File: src/msp_pkg.sv
// Shared types and constants for the magnetic strip position tracker.
// Used by every module under src; depends on nothing else.
`default_nettype none

package msp_pkg;

  localparam int NUM_CELLS = 8;
  localparam int QUO_BITS  = 9;  // |position| stays below 512

  typedef logic signed [7:0] sample_t;
  typedef logic signed [9:0] pos_t;

  typedef struct packed {
    logic    op;
    sample_t sensor_0;
    sample_t sensor_1;
    sample_t sensor_2;
    sample_t sensor_3;
    sample_t sensor_4;
    sample_t sensor_5;
    sample_t sensor_6;
    sample_t sensor_7;
  } in_item_t;

  typedef struct packed {
    pos_t position;
    logic online;
  } out_item_t;

  // Peak found by the merge stage and its two neighbors
  typedef struct packed {
    logic [2:0] idx;
    sample_t    best;
    sample_t    a;
    sample_t    b;
    sample_t    c;
  } peak_t;

  typedef enum logic [1:0] {
    CFG_WEAK       = 2'd0,
    CFG_EDGE       = 2'd1,
    CFG_LOST_LIMIT = 2'd2
  } cfg_idx_t;

  typedef enum logic [2:0] {
    ST_IDLE,
    ST_LANE,
    ST_MERGE,
    ST_CALC,
    ST_FINISH
  } st_t;

  localparam sample_t    WEAK_RST       = 8'sd15;
  localparam logic [6:0] LOST_LIMIT_RST = 7'd10;
  localparam logic [6:0] COUNT_MAX      = 7'd127;
  localparam pos_t       LOST_POS       = 10'sd320;
  localparam pos_t       EDGE_POS       = 10'sd300;

  // Cell center in hundredths: 350 - 100 * idx
  function automatic pos_t base_of(input logic [2:0] idx);
    pos_t b;
    case (idx)
      3'd0:    b = 10'sd350;
      3'd1:    b = 10'sd250;
      3'd2:    b = 10'sd150;
      3'd3:    b = 10'sd50;
      3'd4:    b = -10'sd50;
      3'd5:    b = -10'sd150;
      3'd6:    b = -10'sd250;
      default: b = -10'sd350;
    endcase
    return b;
  endfunction

endpackage

`default_nettype wire

File: src/msp_lane.sv
// One sensor lane: negates a raw reading (-128 wraps to itself) and holds it.
// Depends on msp_pkg.
`default_nettype none

module msp_lane (
  input  wire              clk,
  input  wire              load,
  input  msp_pkg::sample_t raw,
  output msp_pkg::sample_t neg_r
);

  always_ff @(posedge clk) begin
    if (load) begin
      neg_r <= -raw;
    end
  end

endmodule

`default_nettype wire

File: src/msp_merge.sv
// Merge stage: first maximum over the lane values plus neighbor pick.
// Depends on msp_pkg.
`default_nettype none

module msp_merge (
  input  wire              clk,
  input  wire              load,
  input  msp_pkg::sample_t vals [msp_pkg::NUM_CELLS],
  output msp_pkg::peak_t   peak_r
);

  msp_pkg::sample_t l1_val [4];
  logic [2:0]       l1_idx [4];
  msp_pkg::sample_t l2_val [2];
  logic [2:0]       l2_idx [2];
  msp_pkg::sample_t top_val;
  logic [2:0]       top_idx;
  msp_pkg::peak_t   peak_nxt;

  // Ties keep the left (lower) index, so the first maximum wins
  always_comb begin
    for (int j = 0; j < 4; j++) begin
      if (vals[2*j+1] > vals[2*j]) begin
        l1_val[j] = vals[2*j+1];
        l1_idx[j] = 3'(2*j+1);
      end else begin
        l1_val[j] = vals[2*j];
        l1_idx[j] = 3'(2*j);
      end
    end
    for (int j = 0; j < 2; j++) begin
      if (l1_val[2*j+1] > l1_val[2*j]) begin
        l2_val[j] = l1_val[2*j+1];
        l2_idx[j] = l1_idx[2*j+1];
      end else begin
        l2_val[j] = l1_val[2*j];
        l2_idx[j] = l1_idx[2*j];
      end
    end
    if (l2_val[1] > l2_val[0]) begin
      top_val = l2_val[1];
      top_idx = l2_idx[1];
    end else begin
      top_val = l2_val[0];
      top_idx = l2_idx[0];
    end
  end

  always_comb begin
    peak_nxt.idx  = top_idx;
    peak_nxt.best = top_val;
    peak_nxt.a    = '0;
    peak_nxt.b    = '0;
    peak_nxt.c    = '0;
    // edge cells have no interpolation window
    for (int k = 1; k < msp_pkg::NUM_CELLS - 1; k++) begin
      if (top_idx == 3'(k)) begin
        peak_nxt.a = vals[k-1];
        peak_nxt.b = vals[k];
        peak_nxt.c = vals[k+1];
      end
    end
  end

  always_ff @(posedge clk) begin
    if (load) begin
      peak_r <= peak_nxt;
    end
  end

endmodule

`default_nettype wire

File: src/msp_interp.sv
// Position from the peak: lost/edge cases, then three-point interpolation
// through a bit-serial restoring divider. Depends on msp_pkg.
`default_nettype none

module msp_interp (
  input  wire              clk,
  input  wire              rst_n,
  input  wire              start,
  input  msp_pkg::peak_t   peak,
  input  msp_pkg::sample_t weak_thr,
  input  wire              prev_neg,
  output logic             done_r,
  output msp_pkg::pos_t    pos_r
);

  localparam int QB = msp_pkg::QUO_BITS;

  // setup stage
  logic signed [8:0]  d;
  msp_pkg::sample_t   mn;
  logic [8:0]         spread;
  logic [8:0]         absd;
  logic [9:0]         den;
  logic signed [15:0] num;
  logic               direct;
  msp_pkg::pos_t      dpos;

  logic               p1_v_r;
  logic               direct_r;
  msp_pkg::pos_t      dpos_r;
  msp_pkg::pos_t      base_r;
  logic [9:0]         den_r;
  logic signed [15:0] num_r;

  // dividend stage
  logic signed [18:0] nval;
  logic [17:0]        mag;

  // divider
  logic [QB-1:0]      rem_r;
  logic [QB-1:0]      rem_nxt;
  logic [QB-1:0]      dq_r;
  logic [QB-1:0]      dq_nxt;
  logic [QB:0]        trial;
  logic               ge;
  logic               neg_r;
  logic [3:0]         cnt_r;
  logic               run_r;
  logic               last_step;
  msp_pkg::pos_t      qs;
  msp_pkg::pos_t      qpos;

  // den = |a-c| + (b - min(a,c)); numerator term is always 100*(a-c)
  always_comb begin
    d      = 9'(peak.a) - 9'(peak.c);
    mn     = (peak.a > peak.c) ? peak.c : peak.a;
    spread = 9'(9'(peak.b) - 9'(mn));
    absd   = d[8] ? 9'(-d) : 9'(d);
    den    = {1'b0, absd} + {1'b0, spread};
    num    = 16'(d) * 16'sd100;

    direct = 1'b1;
    if (peak.best < weak_thr) begin
      dpos = prev_neg ? -msp_pkg::LOST_POS : msp_pkg::LOST_POS;
    end else if (peak.idx == 3'd0) begin
      dpos = msp_pkg::EDGE_POS;
    end else if (peak.idx == 3'(msp_pkg::NUM_CELLS - 1)) begin
      dpos = -msp_pkg::EDGE_POS;
    end else begin
      dpos   = msp_pkg::base_of(peak.idx);
      direct = (den == '0);
    end
  end

  always_comb begin
    nval = 19'(base_r) * 19'($signed({1'b0, den_r})) + 19'(num_r);
    mag  = nval[18] ? 18'(-nval) : 18'(nval);
  end

  always_comb begin
    trial     = {rem_r, dq_r[QB-1]};
    ge        = (trial >= den_r);
    rem_nxt   = ge ? QB'(trial - den_r) : trial[QB-1:0];
    dq_nxt    = {dq_r[QB-2:0], ge};
    last_step = run_r && (cnt_r == 4'd1);
    qs        = msp_pkg::pos_t'({1'b0, dq_nxt});
    qpos      = neg_r ? -qs : qs;
  end

  always_ff @(posedge clk) begin
    if (!rst_n) begin
      p1_v_r <= 1'b0;
      run_r  <= 1'b0;
      done_r <= 1'b0;
      cnt_r  <= '0;
    end else begin
      p1_v_r <= start;
      done_r <= (p1_v_r && direct_r) || last_step;
      if (p1_v_r && !direct_r) begin
        run_r <= 1'b1;
        cnt_r <= 4'(QB);
      end else if (run_r) begin
        run_r <= !last_step;
        cnt_r <= cnt_r - 4'd1;
      end
    end
  end

  always_ff @(posedge clk) begin
    if (start) begin
      direct_r <= direct;
      dpos_r   <= dpos;
      base_r   <= msp_pkg::base_of(peak.idx);
      den_r    <= den;
      num_r    <= num;
    end
    // quotient fits QB bits, so the top of |N| starts as the remainder
    if (p1_v_r && !direct_r) begin
      rem_r <= mag[17:QB];
      dq_r  <= mag[QB-1:0];
      neg_r <= nval[18];
    end else if (run_r) begin
      rem_r <= rem_nxt;
      dq_r  <= dq_nxt;
    end
    if (p1_v_r && direct_r) begin
      pos_r <= dpos_r;
    end else if (last_step) begin
      pos_r <= qpos;
    end
  end

endmodule

`default_nettype wire

File: src/magnetic_strip_position_tracker.sv
// Magnetic strip position tracker, top level. One item in flight at a time.
// A period without a frame goes straight to the finish state; a frame passes
// the lanes and merge stage, then lost or edge peaks take a direct position,
// others are interpolated in the one-bit-per-cycle divider. Results wait in an
// output register while the next item is taken. Synchronous active-low reset.
`default_nettype none

module magnetic_strip_position_tracker (
  input  wire                clk,
  input  wire                rst_n,
  input  wire                in_valid,
  output logic               in_stall,
  input  msp_pkg::in_item_t  in_data,
  output logic               out_valid,
  input  wire                out_stall,
  output msp_pkg::out_item_t out_data,
  input  wire                cfg_we,
  input  wire [1:0]          cfg_idx,
  input  wire [7:0]          cfg_data
);

  localparam int N = msp_pkg::NUM_CELLS;

  msp_pkg::st_t       state_r, state_nxt;
  logic               in_ready, accept, merge_load, calc_start, finish_fire;

  msp_pkg::sample_t   weak_thr_r;
  logic [6:0]         lost_limit_r;

  msp_pkg::pos_t      last_pos_r;
  logic [6:0]         lost_cnt_r;
  logic               online_r;
  logic               op_r;

  msp_pkg::sample_t   raw [N];
  msp_pkg::sample_t   lane_val [N];
  msp_pkg::peak_t     peak;
  logic               calc_done;
  msp_pkg::pos_t      calc_pos;

  logic [6:0]         lost_cnt_nxt;
  logic               online_nxt;
  msp_pkg::pos_t      pos_nxt;
  logic               out_valid_r;
  msp_pkg::out_item_t out_data_r;

  assign raw[0] = in_data.sensor_0;
  assign raw[1] = in_data.sensor_1;
  assign raw[2] = in_data.sensor_2;
  assign raw[3] = in_data.sensor_3;
  assign raw[4] = in_data.sensor_4;
  assign raw[5] = in_data.sensor_5;
  assign raw[6] = in_data.sensor_6;
  assign raw[7] = in_data.sensor_7;

  for (genvar k = 0; k < N; k++) begin : g_lane
    msp_lane u_lane (
      .clk   (clk),
      .load  (accept),
      .raw   (raw[k]),
      .neg_r (lane_val[k])
    );
  end

  msp_merge u_merge (
    .clk    (clk),
    .load   (merge_load),
    .vals   (lane_val),
    .peak_r (peak)
  );

  msp_interp u_interp (
    .clk      (clk),
    .rst_n    (rst_n),
    .start    (calc_start),
    .peak     (peak),
    .weak_thr (weak_thr_r),
    .prev_neg (last_pos_r[9]),
    .done_r   (calc_done),
    .pos_r    (calc_pos)
  );

  // next state
  always_comb begin
    state_nxt = state_r;
    case (state_r)
      msp_pkg::ST_IDLE: begin
        if (in_valid) begin
          state_nxt = in_data.op ? msp_pkg::ST_LANE : msp_pkg::ST_FINISH;
        end
      end
      msp_pkg::ST_LANE:   state_nxt = msp_pkg::ST_MERGE;
      msp_pkg::ST_MERGE:  state_nxt = msp_pkg::ST_CALC;
      msp_pkg::ST_CALC: begin
        if (calc_done) begin
          state_nxt = msp_pkg::ST_FINISH;
        end
      end
      msp_pkg::ST_FINISH: begin
        if (!out_valid_r || !out_stall) begin
          state_nxt = msp_pkg::ST_IDLE;
        end
      end
      default: state_nxt = msp_pkg::ST_IDLE;
    endcase
  end

  // outputs of the sequencer
  always_comb begin
    in_ready    = 1'b0;
    merge_load  = 1'b0;
    calc_start  = 1'b0;
    finish_fire = 1'b0;
    case (state_r)
      msp_pkg::ST_IDLE:   in_ready    = 1'b1;
      msp_pkg::ST_LANE:   merge_load  = 1'b1;
      msp_pkg::ST_MERGE:  calc_start  = 1'b1;
      msp_pkg::ST_CALC:   ;
      msp_pkg::ST_FINISH: finish_fire = !out_valid_r || !out_stall;
      default:            ;
    endcase
  end

  assign in_stall = !in_ready;
  assign accept   = in_valid && in_ready;

  // counter saturates first, then a frame clears it
  always_comb begin
    if (op_r) begin
      lost_cnt_nxt = '0;
      pos_nxt      = calc_pos;
    end else begin
      lost_cnt_nxt = (lost_cnt_r == msp_pkg::COUNT_MAX) ? lost_cnt_r : lost_cnt_r + 7'd1;
      pos_nxt      = last_pos_r;
    end
    online_nxt = (op_r || online_r) && !(lost_cnt_nxt > lost_limit_r);
  end

  always_ff @(posedge clk) begin
    if (!rst_n) begin
      state_r      <= msp_pkg::ST_IDLE;
      weak_thr_r   <= msp_pkg::WEAK_RST;
      lost_limit_r <= msp_pkg::LOST_LIMIT_RST;
      last_pos_r   <= '0;
      lost_cnt_r   <= '0;
      online_r     <= 1'b0;
      out_valid_r  <= 1'b0;
    end else begin
      state_r     <= state_nxt;
      out_valid_r <= finish_fire || (out_valid_r && out_stall);
      if (finish_fire) begin
        last_pos_r <= pos_nxt;
        lost_cnt_r <= lost_cnt_nxt;
        online_r   <= online_nxt;
      end
      // edge peaks that are not weak give the fixed edge position, so the
      // edge threshold has no storage
      if (cfg_we) begin
        case (msp_pkg::cfg_idx_t'(cfg_idx))
          msp_pkg::CFG_WEAK:       weak_thr_r   <= cfg_data;
          msp_pkg::CFG_EDGE:       ;
          msp_pkg::CFG_LOST_LIMIT: lost_limit_r <= cfg_data[6:0];
          default:                 ;
        endcase
      end
    end
  end

  always_ff @(posedge clk) begin
    if (accept) begin
      op_r <= in_data.op;
    end
    if (finish_fire) begin
      out_data_r.position <= pos_nxt;
      out_data_r.online   <= online_nxt;
    end
  end

  assign out_valid = out_valid_r;
  assign out_data  = out_data_r;

endmodule

`default_nettype wire
File: config.mk
export PLATFORM = sky130hd
export DESIGN_NAME = magnetic_strip_position_tracker
export DESIGN_NICKNAME = d
export VERILOG_FILES = /design/src/msp_pkg.sv /design/src/msp_lane.sv /design/src/msp_merge.sv /design/src/msp_interp.sv /design/src/magnetic_strip_position_tracker.sv
export SDC_FILE = /design/constraint.sdc
export NUM_CORES = 1
export LEC_CHECK = 0
export BUFFER_PORTS_ARGS = -buffer_cell sky130_fd_sc_hd__buf_2
export CORE_AREA = 2 2 201 203
export DETAILED_ROUTE_END_ITERATION = 8
export DIE_AREA = 0 0 203 205
export GPL_ROUTABILITY_DRIVEN = 0
export PLACE_DENSITY = 0.66
export SLEW_MARGIN = 20
export SYNTH_ARGS = -nofsm -noshare
export SYNTH_HDL_FRONTEND = slang
export SYNTH_HIERARCHICAL = 1
export SYNTH_SLANG_ARGS = --single-unit
File: constraint.sdc
create_clock -name clk -period 7.8 [get_ports clk]
set_clock_uncertainty 0.1 [all_clocks]
set_input_delay 0.78 -clock clk [delete_from_list [all_inputs] [get_ports clk]]
set_output_delay 0.78 -clock clk [all_outputs]
set_load 0.005 [all_outputs]
==> results.txt <==
----------------------------------------------------
[Outcome]
  Result of the run ... finished, final reports clean

[Worst hold path]
  Critical hold path startpoint ... last_pos_r[1]
  Hold endpoint ... last_pos_r[1]
  Kind of path behind the tightest hold check ... flip-flop to flip-flop
  WHS Path Cells ... 2

[Final layout]
  Synth-to-layout area growth ... 9.18%
  Sequential cell area ... 0.00632 sq mm
  Multi-input combinational cell area ... 0.0118 sq mm
  Number of fillers in the final layout ... 3467
  Count of antenna diodes in the layout ... 0
  Proportion of layout cells with a drive suffix above 1 ... 11.7%
  Nets ... 2416
  Final Core Density ... 53.8%

[Drt]
  Avg Vias per Cell ... 5.68
  Via count ... 14800
  Post-route DRC ... 0
  DR WL/cell ... 17.5 microns
  Wire length reported by the detailed router ... 45400 microns
  First-pass DRT Iterations ... 6
  Number of antenna-violating nets in the routed design ... 0
  Number of DRC markers after the initial detailed-route iteration ... 1329

[Timing]
  Final WS setup ... 0.482 ns
  Setup repair after global routing missed its margin ... no
  Total Neg Setup Slack ... 0 ns
  Post-layout minimum cycle time ... 7.32 ns
  Fmax ... 137 MHz
  Transition time at the pin with the least slew margin ... 0.980 ns
  Setup-failing EPs final ... 0
  Number of max-slew violations in the final report ... 0
  Worst hold slack after final layout ... 0.354 ns
  Tightest slew margin relative to the limit ... 34.4%
  Total count of hold-check failures in the final report ... 0
  Share of the clock period used by the worst path ... 93.8%

[Critical path]
  Data arrival at the endpoint of the critical path ... 7.50 ns
  Crit-path max FO ... 19
  Library cell appearing most often on the critical path ... sky130_fd_sc_hd__o21a_1
  Origin of the critical flop-to-flop path ... g_lane[4].u_lane/neg_r[1]
  Cell family with the largest share of critical-path delay ... compound AO/OA/AOI/OAI gates
  Cell depth of the worst flop-to-flop path ... 24
  Data required time at the worst endpoint ... 7.98 ns
  CP cell instances ... inv_1 -> ha_1 -> nor2b_1 -> o211a_1 -> o21a_1 -> nor2_4 -> mux2i_1 -> ha_1 -> a21o_1 -> nand2_1 -> nand3b_1 -> or2_2 -> a311o_1 -> nand2_1 -> mux2i_1 -> ha_1 -> o21a_1 -> o21a_1 -> o21a_1 -> o21a_1 -> o211ai_1 -> a21boi_0 -> and3_1 -> a221o_1
  Reg-to-reg setup timing slack ... 0.48 ns
  Category of the most critical setup path ... flip-flop to flip-flop
  Element type at the critical path end ... flip-flop
  Kind of start point of the critical path ... flip-flop
  Worst reg2reg endpoint ... u_merge/peak_r[19]
  Library cell contributing the largest single delay on the critical path ... sky130_fd_sc_hd__mux2i_1
  Count of buffer and inverter cells on the critical path ... 1
  Critical Path Max Stage Delay ... 0.56 ns

[Job]
  Number of violations of the max-capacitance limit ... 0

[Global routing]
  Initial antenna violation count ... 0
  First-pass GRT wire length ... 74100 microns
  Total routing resource utilization after global routing ... 21.9%
  Vias in the first global route ... 14600
  Sum of overflow across all layers after global routing ... 0
  Largest net degree at the start of global routing ... 65

[Synth]
  EDFF count, synth ... 181
  Synthesized area ... 0.0194 sq mm
  Average cell area after synthesis ... 9.77 sq um
  Distinct cell type count of the synthesized netlist ... 99
  Instance count of the mapped netlist ... 1986
  Nets in the synthesized netlist ... 2345
  Flip-flop and latch count after synthesis ... 225
  Top FF cell, synth ... sky130_fd_sc_hd__edfxtp_1
  Sequential-to-total area share from yosys stat ... 32.5%
  Share of flip-flops with an asynchronous set or reset ... 0%
  Number of synthesis warnings ... 6

[Clocking]
  Number of buffers inserted during clock tree synthesis ... 27
  Buffer count from post-CTS setup fixing ... 0
  Later-pin clock latency in the skew report ... 0.54 ns
  TritonCTS clock tree ... yes
  Root Driver ... sky130_fd_sc_hd__clkbuf_16
  Max clock buf depth ... 3
  Clock sink count ... 225
  Hold buffer count at cts ... 0
  Clock transition at the registers of the reported paths ... 0.06 ns
  Post-cts resize count ... 0
  Max H-tree Level ... 1

[Die]
  Die outline width ... 203 microns
  Die Height ... 205 microns
  Count of boundary I/O pins ... 93
  Starting density of the core ... 49.3%
  Area of the core ... 0.0394 sq mm
  Total Die Area ... 0.0416 sq mm
  FP Rows ... 73

[Placed design]
  Number of buffers inserted by port buffering ... 92
  Estimated wirelength of the detail-placed design ... 36000 microns
  Pre-CTS WS ... 0.686 ns

----------------------------------------------------
[cell usage after synthesis, types with 5 or more instances]
cell type                  count  area, sq um
sky130_fd_sc_hd__nor3_1       47          235
sky130_fd_sc_hd__o211ai_1     13         97.6
sky130_fd_sc_hd__o21ai_1      13         65.1
sky130_fd_sc_hd__mux2_2       26          293
sky130_fd_sc_hd__xor2_1       38          333
sky130_fd_sc_hd__nand4_1      21          131
sky130_fd_sc_hd__o31ai_1       5         37.5
sky130_fd_sc_hd__nor2b_1      28          175
sky130_fd_sc_hd__and2_1       46          288
sky130_fd_sc_hd__or4_4         8         90.1
sky130_fd_sc_hd__clkbuf_1     34          128
sky130_fd_sc_hd__or3_1         7         43.8
sky130_fd_sc_hd__a21o_1       30          225
sky130_fd_sc_hd__a221o_1      12          120
sky130_fd_sc_hd__o21bai_1      8         60.1
sky130_fd_sc_hd__buf_2        16         80.1
sky130_fd_sc_hd__o22ai_1       5         31.3
sky130_fd_sc_hd__nor2_1      136          510
sky130_fd_sc_hd__nand2b_1     21          131
sky130_fd_sc_hd__xnor2_1      75          657
sky130_fd_sc_hd__and3_1       10         62.6
sky130_fd_sc_hd__or4_1         5         37.5
sky130_fd_sc_hd__mux2i_1      61          611
sky130_fd_sc_hd__nand3_1      42          210
sky130_fd_sc_hd__a211oi_2      6         75.1
sky130_fd_sc_hd__a21oi_2       6         52.6
sky130_fd_sc_hd__a211oi_1     15          113
sky130_fd_sc_hd__edfxtp_1    181         5440
sky130_fd_sc_hd__nand2_1     152          571
sky130_fd_sc_hd__o21a_1       17          128
sky130_fd_sc_hd__fa_1         82         1640
sky130_fd_sc_hd__a31oi_1      22          138
sky130_fd_sc_hd__nor4_4        8          170
sky130_fd_sc_hd__ha_1        197         2460
sky130_fd_sc_hd__buf_6         6         67.6
sky130_fd_sc_hd__a21boi_0     13         97.6
sky130_fd_sc_hd__o21ai_0      52          260
sky130_fd_sc_hd__dfxtp_1      44          881
sky130_fd_sc_hd__a21oi_1      91          455
sky130_fd_sc_hd__and4_1        5         43.8
sky130_fd_sc_hd__o221ai_1      9         78.8
sky130_fd_sc_hd__inv_1       265          995
[worst max path at each step]
stage                                         start            endpoint  slack (ns)  cells after the start
after floorplan           g_lane[3].u_lane/neg_r[5]  u_merge/peak_r[18]        1.43                     26
after global placement    g_lane[5].u_lane/neg_r[1]  u_merge/peak_r[10]        0.68                     23
after detailed placement  g_lane[1].u_lane/neg_r[2]   u_merge/peak_r[3]        0.69                     23
after CTS                 g_lane[4].u_lane/neg_r[1]   u_merge/peak_r[3]        0.65                     24
after global routing      g_lane[1].u_lane/neg_r[0]  u_merge/peak_r[19]        0.15                     24
final                     g_lane[4].u_lane/neg_r[1]  u_merge/peak_r[19]        0.48                     24
[cell families (layout without fill, tap and decap cells)]
family | Yosys count | count (layout) | synth area share (%)
muxes | 87 | 87 | 4.65
AOI/OAI and AO/OA | 381 | 381 | 14.0
xor gates and xnor gates | 114 | 114 | 5.24
buffers and inverters | 329 | 420 | 6.80
and+or+nand+nor | 571 | 571 | 15.6
adders and majority gates | 279 | 279 | 21.2
DFF | 225 | 225 | 32.5
[layer usage]
layer  wire length (microns)  global-route usage [%]
met1                   19400                    27.8
met2                   21900                    38.5
met3                    2250                    2.62
met4                    1820                    7.74
met5                       0                       0
[cell type report]
| type | count | share of cell area [%] |
|---|---|---|
| Inverter | 268 | 4.77 |
| Timing Repair Buffer | 103 | 2.56 |
| Clock buffer | 37 | 3.57 |
| Clock inverter | 12 | 0.555 |
| Sequential cell | 225 | 29.8 |
| Tap cell | 525 | 3.10 |
| Multi-Input combinational cell | 1432 | 55.6 |
[registers in the layout, summed over array words and instances, names as in the netlist, 10 cells and up]
register	count
g_lane.u_lane/neg_r	64
u_interp/pos_r	10
u_merge/peak_r	35
u_interp/den_r	10
last_pos_r	10
out_data	11
u_interp/num_r	14
[placed cells by master (no fill, tap or decap), types with 47 or more instances in the layout]
cell type / netlist / routed
sky130_fd_sc_hd__nor3_1: 47 / 47
sky130_fd_sc_hd__nand2_1: 152 / 152
sky130_fd_sc_hd__edfxtp_1: 181 / 181
sky130_fd_sc_hd__nor2_1: 136 / 135
sky130_fd_sc_hd__buf_2: 16 / 92
sky130_fd_sc_hd__xnor2_1: 75 / 75
sky130_fd_sc_hd__mux2i_1: 61 / 61
sky130_fd_sc_hd__ha_1: 197 / 197
sky130_fd_sc_hd__fa_1: 82 / 82
sky130_fd_sc_hd__o21ai_0: 52 / 52
sky130_fd_sc_hd__a21oi_1: 91 / 91
sky130_fd_sc_hd__inv_1: 265 / 265
[worst min-delay path, stage by stage, from the launching register on]
cell                      delay (ns)
sky130_fd_sc_hd__dfxtp_1        0.31
sky130_fd_sc_hd__nand2_1        0.05
sky130_fd_sc_hd__a21oi_1        0.05
[metrics by stage]
step                      cells  area [sq um]
after floorplan            1986         19400
after global placement     2553         20300
after detailed placement   2553         20300
after CTS                  2602         21200
after global routing       2602         21200
final                      2602         21200
Power is not shown: default switching activity piles up to over one toggle a cycle in this logic, so the estimate is an artifact.
